## src/nph_pkg.sv

```systemverilog
package nph_pkg;

  localparam int COUNT_WIDTH = 32;
  localparam int SQ_WIDTH    = 64;
  localparam int ID_WIDTH    = 5;
  localparam int SYM_AW      = 2;
  localparam int PAIR_AW     = 2 * SYM_AW;
  localparam int NUM_SYMBOLS = 1 << SYM_AW;
  localparam int NUM_PAIRS   = 1 << PAIR_AW;
  localparam int SQ_HALF     = SQ_WIDTH / 2;

  localparam logic [7:0] CHAR_NEWLINE = 8'h0a;
  localparam logic [7:0] CHAR_A       = 8'h61;
  localparam logic [7:0] CHAR_C       = 8'h63;
  localparam logic [7:0] CHAR_T       = 8'h74;
  localparam logic [7:0] CHAR_G       = 8'h67;
  localparam logic [7:0] CASE_FOLD    = 8'h20;

  typedef logic [COUNT_WIDTH-1:0] count_t;
  typedef logic [SQ_WIDTH-1:0]    sq_t;
  typedef logic [ID_WIDTH-1:0]    rec_id_t;
  typedef logic [SYM_AW-1:0]      sym_code_t;
  typedef logic [PAIR_AW-1:0]     pair_idx_t;

  localparam sym_code_t SYM_A = 2'd0;
  localparam sym_code_t SYM_C = 2'd1;
  localparam sym_code_t SYM_T = 2'd2;
  localparam sym_code_t SYM_G = 2'd3;

  localparam rec_id_t REC_SYM_FIRST  = 5'd0;
  localparam rec_id_t REC_SYM_LAST   = 5'd3;
  localparam rec_id_t REC_PAIR_FIRST = 5'd4;
  localparam rec_id_t REC_PAIR_LAST  = 5'd19;
  localparam rec_id_t REC_LINES      = 5'd20;
  localparam rec_id_t REC_LEN_SUM    = 5'd21;
  localparam rec_id_t REC_SQ_SUM     = 5'd22;
  localparam rec_id_t REC_LAST       = REC_SQ_SUM;

  typedef struct packed {
    logic [7:0] text_byte;
    logic       end_of_text;
  } text_item_t;

  typedef struct packed {
    logic [ID_WIDTH-1:0] report_id;
    logic [SQ_WIDTH-1:0] report_value;
    logic                report_last;
  } report_item_t;

  typedef struct packed {
    logic      hit;
    sym_code_t code;
  } sym_t;

  typedef enum logic [1:0] {
    ST_RUN,
    ST_DRAIN,
    ST_REPORT,
    ST_FLUSH
  } nph_state_t;

  function automatic sym_t decode_symbol(logic [7:0] b);
    sym_t s;
    s.hit  = 1'b1;
    s.code = SYM_A;
    unique case (b | CASE_FOLD)
      CHAR_A: s.code = SYM_A;
      CHAR_C: s.code = SYM_C;
      CHAR_T: s.code = SYM_T;
      CHAR_G: s.code = SYM_G;
      default: s.hit = 1'b0;
    endcase
    return s;
  endfunction

endpackage

```

## src/nucleotide_pair_histogram.sv

```systemverilog
// A counting request updates its counter memories in the cycle after acceptance.
// Throughput: one text byte per cycle while in RUN, set by the read-modify-write loop of the
// symbol and pair memories, closed by forwarding of the last write.
// After an end-marked request the FSM passes DRAIN into REPORT, which fetches the 23 records in
// order, one per cycle while report_ready holds, and input stalls while they are fetched.
// Reset (rst, synchronous) clears control, valid bits and totals at once; no clearing pass.
module nucleotide_pair_histogram (
  input  logic                  clk,
  input  logic                  rst,
  input  logic                  text_valid,
  output logic                  text_ready,
  input  nph_pkg::text_item_t   text,
  output logic                  report_valid,
  input  logic                  report_ready,
  output nph_pkg::report_item_t report
);

  function automatic nph_pkg::count_t sat_inc(nph_pkg::count_t v);
    return (&v) ? v : v + nph_pkg::count_t'(1);
  endfunction

  function automatic nph_pkg::count_t sat_add(nph_pkg::count_t v, nph_pkg::count_t a);
    logic [nph_pkg::COUNT_WIDTH:0] s;
    s = {1'b0, v} + {1'b0, a};
    return s[nph_pkg::COUNT_WIDTH] ? '1 : s[nph_pkg::COUNT_WIDTH-1:0];
  endfunction

  // Control state
  nph_pkg::nph_state_t state, state_next;
  nph_pkg::rec_id_t    rep_k;
  logic                rep_issue;
  logic                f_valid;
  nph_pkg::rec_id_t    f_id;
  logic                f_move;
  logic                clear;

  // Decode of the incoming request
  logic                accept;
  logic                is_nl;
  nph_pkg::sym_t       cur_sym;
  logic                sym_hit;
  logic                pair_hit;

  // Pairing and line tracking
  logic                 pair_phase;
  logic                 pend_valid;
  nph_pkg::sym_code_t   pend_code;
  nph_pkg::count_t      cur_len;
  nph_pkg::count_t      line_total;
  nph_pkg::count_t      length_sum;

  // Square pipeline
  logic [nph_pkg::SQ_WIDTH-1:0] len_wide;
  logic [nph_pkg::SQ_HALF-1:0]  len_lo;
  logic                         sq_v;
  logic                         sq_big;
  nph_pkg::sq_t                 sq_prod;
  nph_pkg::sq_t                 sq_sum;
  logic [nph_pkg::SQ_WIDTH:0]   sq_add;

  // Symbol counter memory
  nph_pkg::count_t    sym_mem [nph_pkg::NUM_SYMBOLS];
  logic [nph_pkg::NUM_SYMBOLS-1:0] sym_ok;
  nph_pkg::sym_code_t sym_raddr;
  logic               sym_rd_en;
  nph_pkg::count_t    sym_rd_data;
  logic               sym_rd_ok;
  nph_pkg::count_t    sym_rd_val;
  logic               s1_sym_v;
  nph_pkg::sym_code_t s1_sym_addr;
  logic               sym_lw_v;
  nph_pkg::sym_code_t sym_lw_addr;
  nph_pkg::count_t    sym_lw_data;
  nph_pkg::count_t    sym_new;

  // Pair counter memory
  nph_pkg::count_t    pair_mem [nph_pkg::NUM_PAIRS];
  logic [nph_pkg::NUM_PAIRS-1:0] pair_ok;
  nph_pkg::pair_idx_t pair_raddr;
  nph_pkg::rec_id_t   pair_rec_off;
  logic               pair_rd_en;
  nph_pkg::count_t    pair_rd_data;
  logic               pair_rd_ok;
  nph_pkg::count_t    pair_rd_val;
  logic               s1_pair_v;
  nph_pkg::pair_idx_t s1_pair_addr;
  logic               pair_lw_v;
  nph_pkg::pair_idx_t pair_lw_addr;
  nph_pkg::count_t    pair_lw_data;
  nph_pkg::count_t    pair_new;

  logic [nph_pkg::SQ_WIDTH-1:0] rep_value;

  // Request decode: a nucleotide always bumps its symbol counter, and closes a pair
  // when one is pending from the byte before.
  assign accept   = text_valid && text_ready;
  assign is_nl    = (text.text_byte == nph_pkg::CHAR_NEWLINE);
  assign cur_sym  = nph_pkg::decode_symbol(text.text_byte);
  assign sym_hit  = accept && !is_nl && cur_sym.hit;
  assign pair_hit = sym_hit && pend_valid;

  // Fetch stage moves into the output register whenever that register is free or drains.
  assign f_move = f_valid && (!report_valid || report_ready);
  assign clear  = (state == nph_pkg::ST_FLUSH) && f_move;

  always_ff @(posedge clk) begin
    if (rst) begin
      state <= nph_pkg::ST_RUN;
    end else begin
      state <= state_next;
    end
  end

  // RUN takes requests; DRAIN lets the end request's memory write land;
  // REPORT fetches the records in order; FLUSH waits for the last one to move out.
  always_comb begin
    state_next = state;
    text_ready = 1'b0;
    rep_issue  = 1'b0;
    unique case (state)
      nph_pkg::ST_RUN: begin
        text_ready = 1'b1;
        if (text_valid && text.end_of_text) begin
          state_next = nph_pkg::ST_DRAIN;
        end
      end
      nph_pkg::ST_DRAIN: begin
        state_next = nph_pkg::ST_REPORT;
      end
      nph_pkg::ST_REPORT: begin
        rep_issue = !f_valid || f_move;
        if (rep_issue && rep_k == nph_pkg::REC_LAST) begin
          state_next = nph_pkg::ST_FLUSH;
        end
      end
      nph_pkg::ST_FLUSH: begin
        if (f_move) begin
          state_next = nph_pkg::ST_RUN;
        end
      end
      default: state_next = nph_pkg::ST_RUN;
    endcase
  end

  // Report record counter and fetch stage
  always_ff @(posedge clk) begin
    if (rst || clear) begin
      rep_k   <= '0;
      f_valid <= 1'b0;
    end else if (rep_issue) begin
      rep_k   <= rep_k + nph_pkg::rec_id_t'(1);
      f_valid <= 1'b1;
    end else if (f_move) begin
      f_valid <= 1'b0;
    end
  end

  always_ff @(posedge clk) begin
    if (rep_issue) begin
      f_id <= rep_k;
    end
  end

  // Pairing phase, pending symbol and line statistics
  always_ff @(posedge clk) begin
    if (rst || clear) begin
      pair_phase <= 1'b0;
      pend_valid <= 1'b0;
      cur_len    <= '0;
      line_total <= '0;
      length_sum <= '0;
    end else if (accept) begin
      // Drop any pending symbol; only an even-phase nucleotide with nothing
      // pending starts a new pair.
      pend_valid <= sym_hit && !pend_valid && !pair_phase;
      if (is_nl) begin
        line_total <= sat_inc(line_total);
        length_sum <= sat_add(length_sum, cur_len);
        cur_len    <= '0;
      end else begin
        cur_len    <= sat_inc(cur_len);
        pair_phase <= ~pair_phase;
      end
    end
  end

  always_ff @(posedge clk) begin
    if (accept) begin
      pend_code <= cur_sym.code;
    end
  end

  // Squared length: multiply in one stage, accumulate with saturation in the next.
  assign len_wide = nph_pkg::SQ_WIDTH'(cur_len);
  assign len_lo   = len_wide[nph_pkg::SQ_HALF-1:0];
  assign sq_add   = {1'b0, sq_sum} + {1'b0, sq_prod};

  always_ff @(posedge clk) begin
    if (rst || clear) begin
      sq_v   <= 1'b0;
      sq_sum <= '0;
    end else begin
      sq_v <= accept && is_nl;
      if (sq_v) begin
        sq_sum <= (sq_big || sq_add[nph_pkg::SQ_WIDTH]) ? '1
                                                         : sq_add[nph_pkg::SQ_WIDTH-1:0];
      end
    end
  end

  always_ff @(posedge clk) begin
    if (accept && is_nl) begin
      sq_big  <= |len_wide[nph_pkg::SQ_WIDTH-1:nph_pkg::SQ_HALF];
      sq_prod <= len_lo * len_lo;
    end
  end

  // Memory read addresses: the report sweep owns the ports in REPORT.
  assign pair_rec_off = rep_k - nph_pkg::REC_PAIR_FIRST;
  assign sym_raddr  = (state == nph_pkg::ST_REPORT) ? rep_k[nph_pkg::SYM_AW-1:0]
                                                    : cur_sym.code;
  assign pair_raddr = (state == nph_pkg::ST_REPORT) ? pair_rec_off[nph_pkg::PAIR_AW-1:0]
                                                    : {pend_code, cur_sym.code};
  assign sym_rd_en  = sym_hit || rep_issue;
  assign pair_rd_en = pair_hit || rep_issue;

  // An entry never written since reset or the last report reads as zero.
  assign sym_rd_val  = sym_rd_ok ? sym_rd_data : '0;
  assign pair_rd_val = pair_rd_ok ? pair_rd_data : '0;

  // Forward the previous write when it hit the entry that was read under it.
  assign sym_new  = sat_inc((sym_lw_v && sym_lw_addr == s1_sym_addr) ? sym_lw_data
                                                                      : sym_rd_val);
  assign pair_new = sat_inc((pair_lw_v && pair_lw_addr == s1_pair_addr) ? pair_lw_data
                                                                          : pair_rd_val);

  always_ff @(posedge clk) begin
    if (sym_rd_en) begin
      sym_rd_data <= sym_mem[sym_raddr];
    end
    if (s1_sym_v) begin
      sym_mem[s1_sym_addr] <= sym_new;
    end
    if (pair_rd_en) begin
      pair_rd_data <= pair_mem[pair_raddr];
    end
    if (s1_pair_v) begin
      pair_mem[s1_pair_addr] <= pair_new;
    end
  end

  always_ff @(posedge clk) begin
    if (rst || clear) begin
      s1_sym_v   <= 1'b0;
      s1_pair_v  <= 1'b0;
      sym_lw_v   <= 1'b0;
      pair_lw_v  <= 1'b0;
      sym_ok     <= '0;
      pair_ok    <= '0;
      sym_rd_ok  <= 1'b0;
      pair_rd_ok <= 1'b0;
    end else begin
      s1_sym_v  <= sym_hit;
      s1_pair_v <= pair_hit;
      if (sym_rd_en) begin
        sym_rd_ok <= sym_ok[sym_raddr];
      end
      if (pair_rd_en) begin
        pair_rd_ok <= pair_ok[pair_raddr];
      end
      if (s1_sym_v) begin
        sym_lw_v            <= 1'b1;
        sym_ok[s1_sym_addr] <= 1'b1;
      end
      if (s1_pair_v) begin
        pair_lw_v             <= 1'b1;
        pair_ok[s1_pair_addr] <= 1'b1;
      end
    end
  end

  always_ff @(posedge clk) begin
    if (sym_hit) begin
      s1_sym_addr <= cur_sym.code;
    end
    if (pair_hit) begin
      s1_pair_addr <= {pend_code, cur_sym.code};
    end
    if (s1_sym_v) begin
      sym_lw_addr <= s1_sym_addr;
      sym_lw_data <= sym_new;
    end
    if (s1_pair_v) begin
      pair_lw_addr <= s1_pair_addr;
      pair_lw_data <= pair_new;
    end
  end

  // Select the record value for the fetch stage.
  always_comb begin
    case (f_id) inside
      [nph_pkg::REC_SYM_FIRST:nph_pkg::REC_SYM_LAST]:
        rep_value = nph_pkg::SQ_WIDTH'(sym_rd_val);
      [nph_pkg::REC_PAIR_FIRST:nph_pkg::REC_PAIR_LAST]:
        rep_value = nph_pkg::SQ_WIDTH'(pair_rd_val);
      nph_pkg::REC_LINES:   rep_value = nph_pkg::SQ_WIDTH'(line_total);
      nph_pkg::REC_LEN_SUM: rep_value = nph_pkg::SQ_WIDTH'(length_sum);
      nph_pkg::REC_SQ_SUM:  rep_value = sq_sum;
      default:              rep_value = '0;
    endcase
  end

  // Output register: hold the record until it is taken.
  always_ff @(posedge clk) begin
    if (rst) begin
      report_valid <= 1'b0;
    end else if (f_move) begin
      report_valid <= 1'b1;
    end else if (report_ready) begin
      report_valid <= 1'b0;
    end
  end

  always_ff @(posedge clk) begin
    if (f_move) begin
      report.report_id    <= f_id;
      report.report_value <= rep_value;
      report.report_last  <= (f_id == nph_pkg::REC_LAST);
    end
  end

`ifndef SYNTH
  a_end_stalls_input: assert property (@(posedge clk) disable iff (rst)
    text_valid && text_ready && text.end_of_text |=> !text_ready)
    else $error("input still accepted after an end request");

  a_last_is_final_record: assert property (@(posedge clk) disable iff (rst)
    report_valid && report.report_last |-> report.report_id == nph_pkg::REC_LAST)
    else $error("last flag on a record other than the final one");

  a_no_update_during_report: assert property (@(posedge clk) disable iff (rst)
    state == nph_pkg::ST_REPORT |-> !s1_sym_v && !s1_pair_v && !sq_v)
    else $error("counter update still in flight during the report");

  a_pending_odd_phase: assert property (@(posedge clk) disable iff (rst)
    pend_valid |-> pair_phase)
    else $error("pending symbol held in even phase");

  a_fetch_in_range: assert property (@(posedge clk) disable iff (rst)
    f_valid |-> f_id <= nph_pkg::REC_LAST)
    else $error("report fetch beyond the final record");
`endif

endmodule
```

## config.mk

```make
export PLATFORM = sky130hd
export DESIGN_NAME = nucleotide_pair_histogram
export DESIGN_NICKNAME = d
export VERILOG_FILES = /design/src/nph_pkg.sv /design/src/nucleotide_pair_histogram.sv
export SDC_FILE = /design/constraint.sdc
export NUM_CORES = 2
export LEC_CHECK = 0
export BUFFER_PORTS_ARGS = -buffer_cell sky130_fd_sc_hd__buf_2
export CAP_MARGIN = 20
export CORE_MARGIN = 5
export CORE_UTILIZATION = 52
export DETAILED_ROUTE_END_ITERATION = 7
export GPL_ROUTABILITY_DRIVEN = 0
export PLACE_DENSITY_LB_ADDON = 0.2
export SYNTH_ARGS = -nofsm -noshare
export SYNTH_HDL_FRONTEND = slang
export SYNTH_SLANG_ARGS = --single-unit
```

## constraint.sdc

```tcl
create_clock -name clk -period 11.4 [get_ports clk]
set_input_delay 2.28 -clock clk [delete_from_list [all_inputs] [get_ports clk]]
set_output_delay 2.28 -clock clk [all_outputs]
set_load 0.03 [all_outputs]
```

==> flow_metrics.tcl <==
set metrics [dict create \
    ys_async_sr_fraction 0 \
    final_slew_viol_count 0 \
    hold_path_startpoint "sym_ok[3]" \
    place.port_buffers 84 \
    slack_of_the_worst_reg_to_reg_path_ps 2030 \
    layout-drive-gt1-share 0.0908 \
    crit_path_start_kind "register" \
    hold_path.class "register to register" \
    max_slew.worst_pin.slew_ps 1100 \
    maxSlewHeadroom 0.265 \
    clockPowerShare 0.400 \
    first_iter_violations 5220 \
    final.setup.tns_ps 0 \
    grt.total_usage 0.270 \
    vias 52800 \
    muxShareOfSynthArea 0.0507 \
    data_arrival_critical_path_ps 9850 \
    synth.ff_latch_count 1118 \
    cts_tree "built" \
    slowest_stage "dfxtp_1" \
    grt_pass1_vias 52900 \
    reg2reg_path_depth 24 \
    worst_r2r_startpoint "cur_len[2]" \
    vdd_ir_drop_max_uv 144 \
    floorplan.initialDensity 0.521 \
    yosys.area_share.simple 0.100 \
    dominant_combinational_cell_family_by_area_after_synthesis "adder cells" \
    drc 0 \
    syn-cell-area_mm2 0.0789 \
    power_mw 9.10 \
    critical_path.most_common_cell "fa_1" \
    finClkSkew_ps 47.9 \
    crit_chain "buf_4, and2_1, fa_1, ha_1, a31o_2, fa_1, inv_1, fa_1, inv_1, fa_1, fa_1, fa_1, fa_1, ha_1, a21oi_1, o21a_1, nor4b_1, o211ai_1, a221o_1, a2111oi_2, a21oi_1, a41o_1, a41oi_1, xnor2_1" \
    globalRouteOverflowTotal 0 \
    fin_crit_ps 9370 \
    net_switching_power_mw 2.32 \
    critPathKind "register to register" \
    postSynthCellCount 6838 \
    grt_pass1_wl_um 328000 \
    ctsHoldBuffers 0 \
    ys_warn_count 0 \
    worst_r2r_endpoint "sq_prod[57]" \
    avgSynthCellArea_um2 11.5 \
    drt_pass1_iterations 7 \
    outcome "finished, final reports clean" \
    rows 143 \
    power.leakage_nw 36.6 \
    routed_via_density 5.88 \
    cap_viol_max_count 0 \
    cellPowerDensity_mw_per_mm2 106 \
    cts.htree.levels 3 \
    layout_worst_path_cycle_share 0.822 \
    grt_max_degree 80 \
    max_frequency_ghz 0.107 \
    layoutNonFillerInstCount 8974 \
    post_cts_setup_repair_bufs 0 \
    synth.net_count 8046 \
    synth_xor_xnor_area_share 0.0362 \
    core_area_mm2 0.151 \
    min_delay_worst_endpoint "sym_ok[3]" \
    dp.final_hpwl_um 156000 \
    clk_root_buffer_cell "clkbuf_16" \
    hold-path-cell-count 1 \
    seq_power_share 0.510 \
    chipHeight_um 400 \
    finish.net_count 8060 \
    dominantRegCellSynth "edfxtp_1" \
    insertion_delay_ps 750 \
    synth_edf_count 920 \
    routedWlPerCell_um 23.9 \
    postRouteWirelength_um 215000 \
    final.fill_count 12700 \
    ant_nets 0 \
    area_growth_syn_to_layout_pct 8.24 \
    critPathRequiredTime_ps 11880 \
    pin_count 85 \
    crit_path_end_kind "register" \
    clock_tree.buffer_depth 3 \
    critical_path.max_fanout 25 \
    timing_hold_violations_final 0 \
    cts_buffers 112 \
    synth-seq-area-share 0.400 \
    number_of_sinks_on_the_clock_net 1118 \
    die-width_um 400 \
    die_outline_area_mm2 0.160 \
    yosys.cell_types.count 90 \
    synthAdderAreaFrac 0.266 \
    clk_transition_reported_paths_ps 80 \
    timing.critical_path.slowest_cell_delay_ps 1040 \
    final_setup_viols 0 \
    cts_repair_resize_count 0 \
    setup_repair_after_global_routing_missed_its_margin "false" \
    grt_antenna_before_repair 2 \
    cell_internal_pwr_mw 6.78 \
    p_sw_frac 0.255 \
    combinationalPowerShare 0.090 \
    synth_compound_area_frac 0.0823 \
    number_of_cells_after_detailed_placement 8754 \
]
[cell usage in the layout, fill, tap and decap left out, types with 163 or more instances in the layout]
cell type,count
inv_1,1024
nor2_1,291
nand2_1,606
dfxtp_1,194
xnor2_1,188
fa_1,793
mux4_2,163
and2_1,296
edfxtp_1,920
ha_1,402
a21oi_1,308
o21ai_0,248
[cell families (layout without fill, tap and decap cells)]
family | Yosys count | count (layout)
AO/OA/AOI/OAI | 1036 | 1036
XOR/XNOR | 321 | 321
adder cells (fa/ha/maj) | 1205 | 1205
buffers and inverters | 1329 | 1433
flip-flops | 1118 | 1118
multiplexers | 195 | 195
other | 0 | 2
AND/OR/NAND/NOR | 1634 | 1634
[synth_stat cells, types with 10 or more instances]
cell type / instances / share of area
o2bb2ai_1: 20 / 0.0022
and2_1: 296 / 0.023
a21o_1: 113 / 0.011
or4_1: 10 / 0.00095
a211oi_1: 55 / 0.0052
o21bai_1: 29 / 0.0028
o21ai_1: 23 / 0.0015
o21ai_0: 248 / 0.016
a31oi_1: 62 / 0.0049
maj3_1: 10 / 0.0013
or2_2: 16 / 0.0013
inv_1: 1025 / 0.049
ha_1: 402 / 0.064
clkbuf_1: 258 / 0.012
o211ai_1: 13 / 0.0012
nand2_1: 607 / 0.029
nand4_1: 73 / 0.0058
nor3_1: 37 / 0.0023
xnor2_1: 188 / 0.021
xor2_1: 130 / 0.014
a41oi_1: 11 / 0.0012
nor2b_1: 32 / 0.0025
buf_1: 21 / 0.0010
buf_2: 17 / 0.0011
and4_1: 14 / 0.0016
mux2i_1: 24 / 0.0030
or3_1: 36 / 0.0029
o21a_1: 17 / 0.0016
dfxtp_1: 198 / 0.050
nand3_1: 83 / 0.0053
mux4_2: 163 / 0.047
nand2b_1: 18 / 0.0014
fa_1: 793 / 0.20
nor2_1: 306 / 0.015
a21oi_1: 309 / 0.020
a22oi_1: 16 / 0.0015
nor4_1: 10 / 0.00079
a31o_2: 13 / 0.0014
edfxtp_1: 920 / 0.35
and3_1: 50 / 0.0040
[power groups by stage]
stage / registers (mW) / logic [mW] / clock network [mW]
6_report: 4.64 / 0.822 / 3.64
5_1_grt: 4.64 / 0.878 / 3.87
4_1_cts: 4.63 / 0.818 / 3.70
3_5_place_dp: 4.72 / 0.815 / 0
3_3_place_gp: 4.72 / 0.811 / 0
2_1_floorplan: 4.72 / 0.459 / 0
[how the worst max path moves through the flow]
stage,startpoint,end,slack [ps],cells past startpoint
after detailed placement,cur_len[16],sq_prod[57],2110,24
final,cur_len[2],sq_prod[57],2030,24
after global routing,cur_len[2],sq_prod[57],1570,24
after global placement,cur_len[2],sq_prod[57],2340,24
after floorplan,cur_len[3],sq_prod[57],3290,26
after CTS,cur_len[16],sq_prod[57],2120,24
[layout make-up]
type                            instances  area [um^2]  share of cell area
Clock inverter                         64          656             0.00767
Clock buffer                          140         2940              0.0344
Antenna cell                            2         5.00           0.0000586
Multi-Input combinational cell       4391        42500               0.498
Tap cell                             2030         2540              0.0297
Inverter                             1027         3860              0.0451
Sequential cell                      1118        31600               0.370
Timing Repair Buffer                  202         1330              0.0155
[metrics by stage]
step / util / hold slack (ps) / instance area (um^2) / setup slack, ps
2_1_floorplan: - / 426 / 78900 / 3290
3_3_place_gp: 0.540 / 443 / 81700 / 2340
3_5_place_dp: 0.540 / 453 / 81700 / 2110
4_1_cts: 0.564 / 468 / 85300 / 2120
5_1_grt: 0.564 / 496 / 85400 / 1570
6_report: 0.564 / 469 / 85400 / 2030
[per-layer routing]
metal	vias up	wire length, um	track usage
met2	2377	95500	0.411
li1	23200	-	-
met1	26900	93700	0.405
met5	-	0	0
met3	309	19500	0.0497
met4	0	5890	0.0681
[worst max-delay path, delay by kind of cell, from the launching register on]
kind	cells	cell delay, ps
AOI/OAI and AO/OA	9	2900
xor gates and xnor gates	1	100
adders and majority gates	9	4060
buffers and inverters	3	510
DFF	1	1040
and+or+nand+nor	2	490
[state kept, by name (all words and copies together), names as in the netlist, 2 cells and up]
register,count
pair_lw_data,32
pair_lw_addr,4
sym_ok,4
s1_pair_addr,4
pair_ok,16
pend_code,2
sym_rd_data,32
f_id,5
sym_lw_addr,2
cur_len,32
s1_sym_addr,2
sq_prod,63
state,2
line_total,32
sym_mem,128
length_sum,32
rep_k,5
pair_rd_data,32
sym_lw_data,32
report,70
pair_mem,512
sq_sum,64
(Power assumes the default switching activity.)
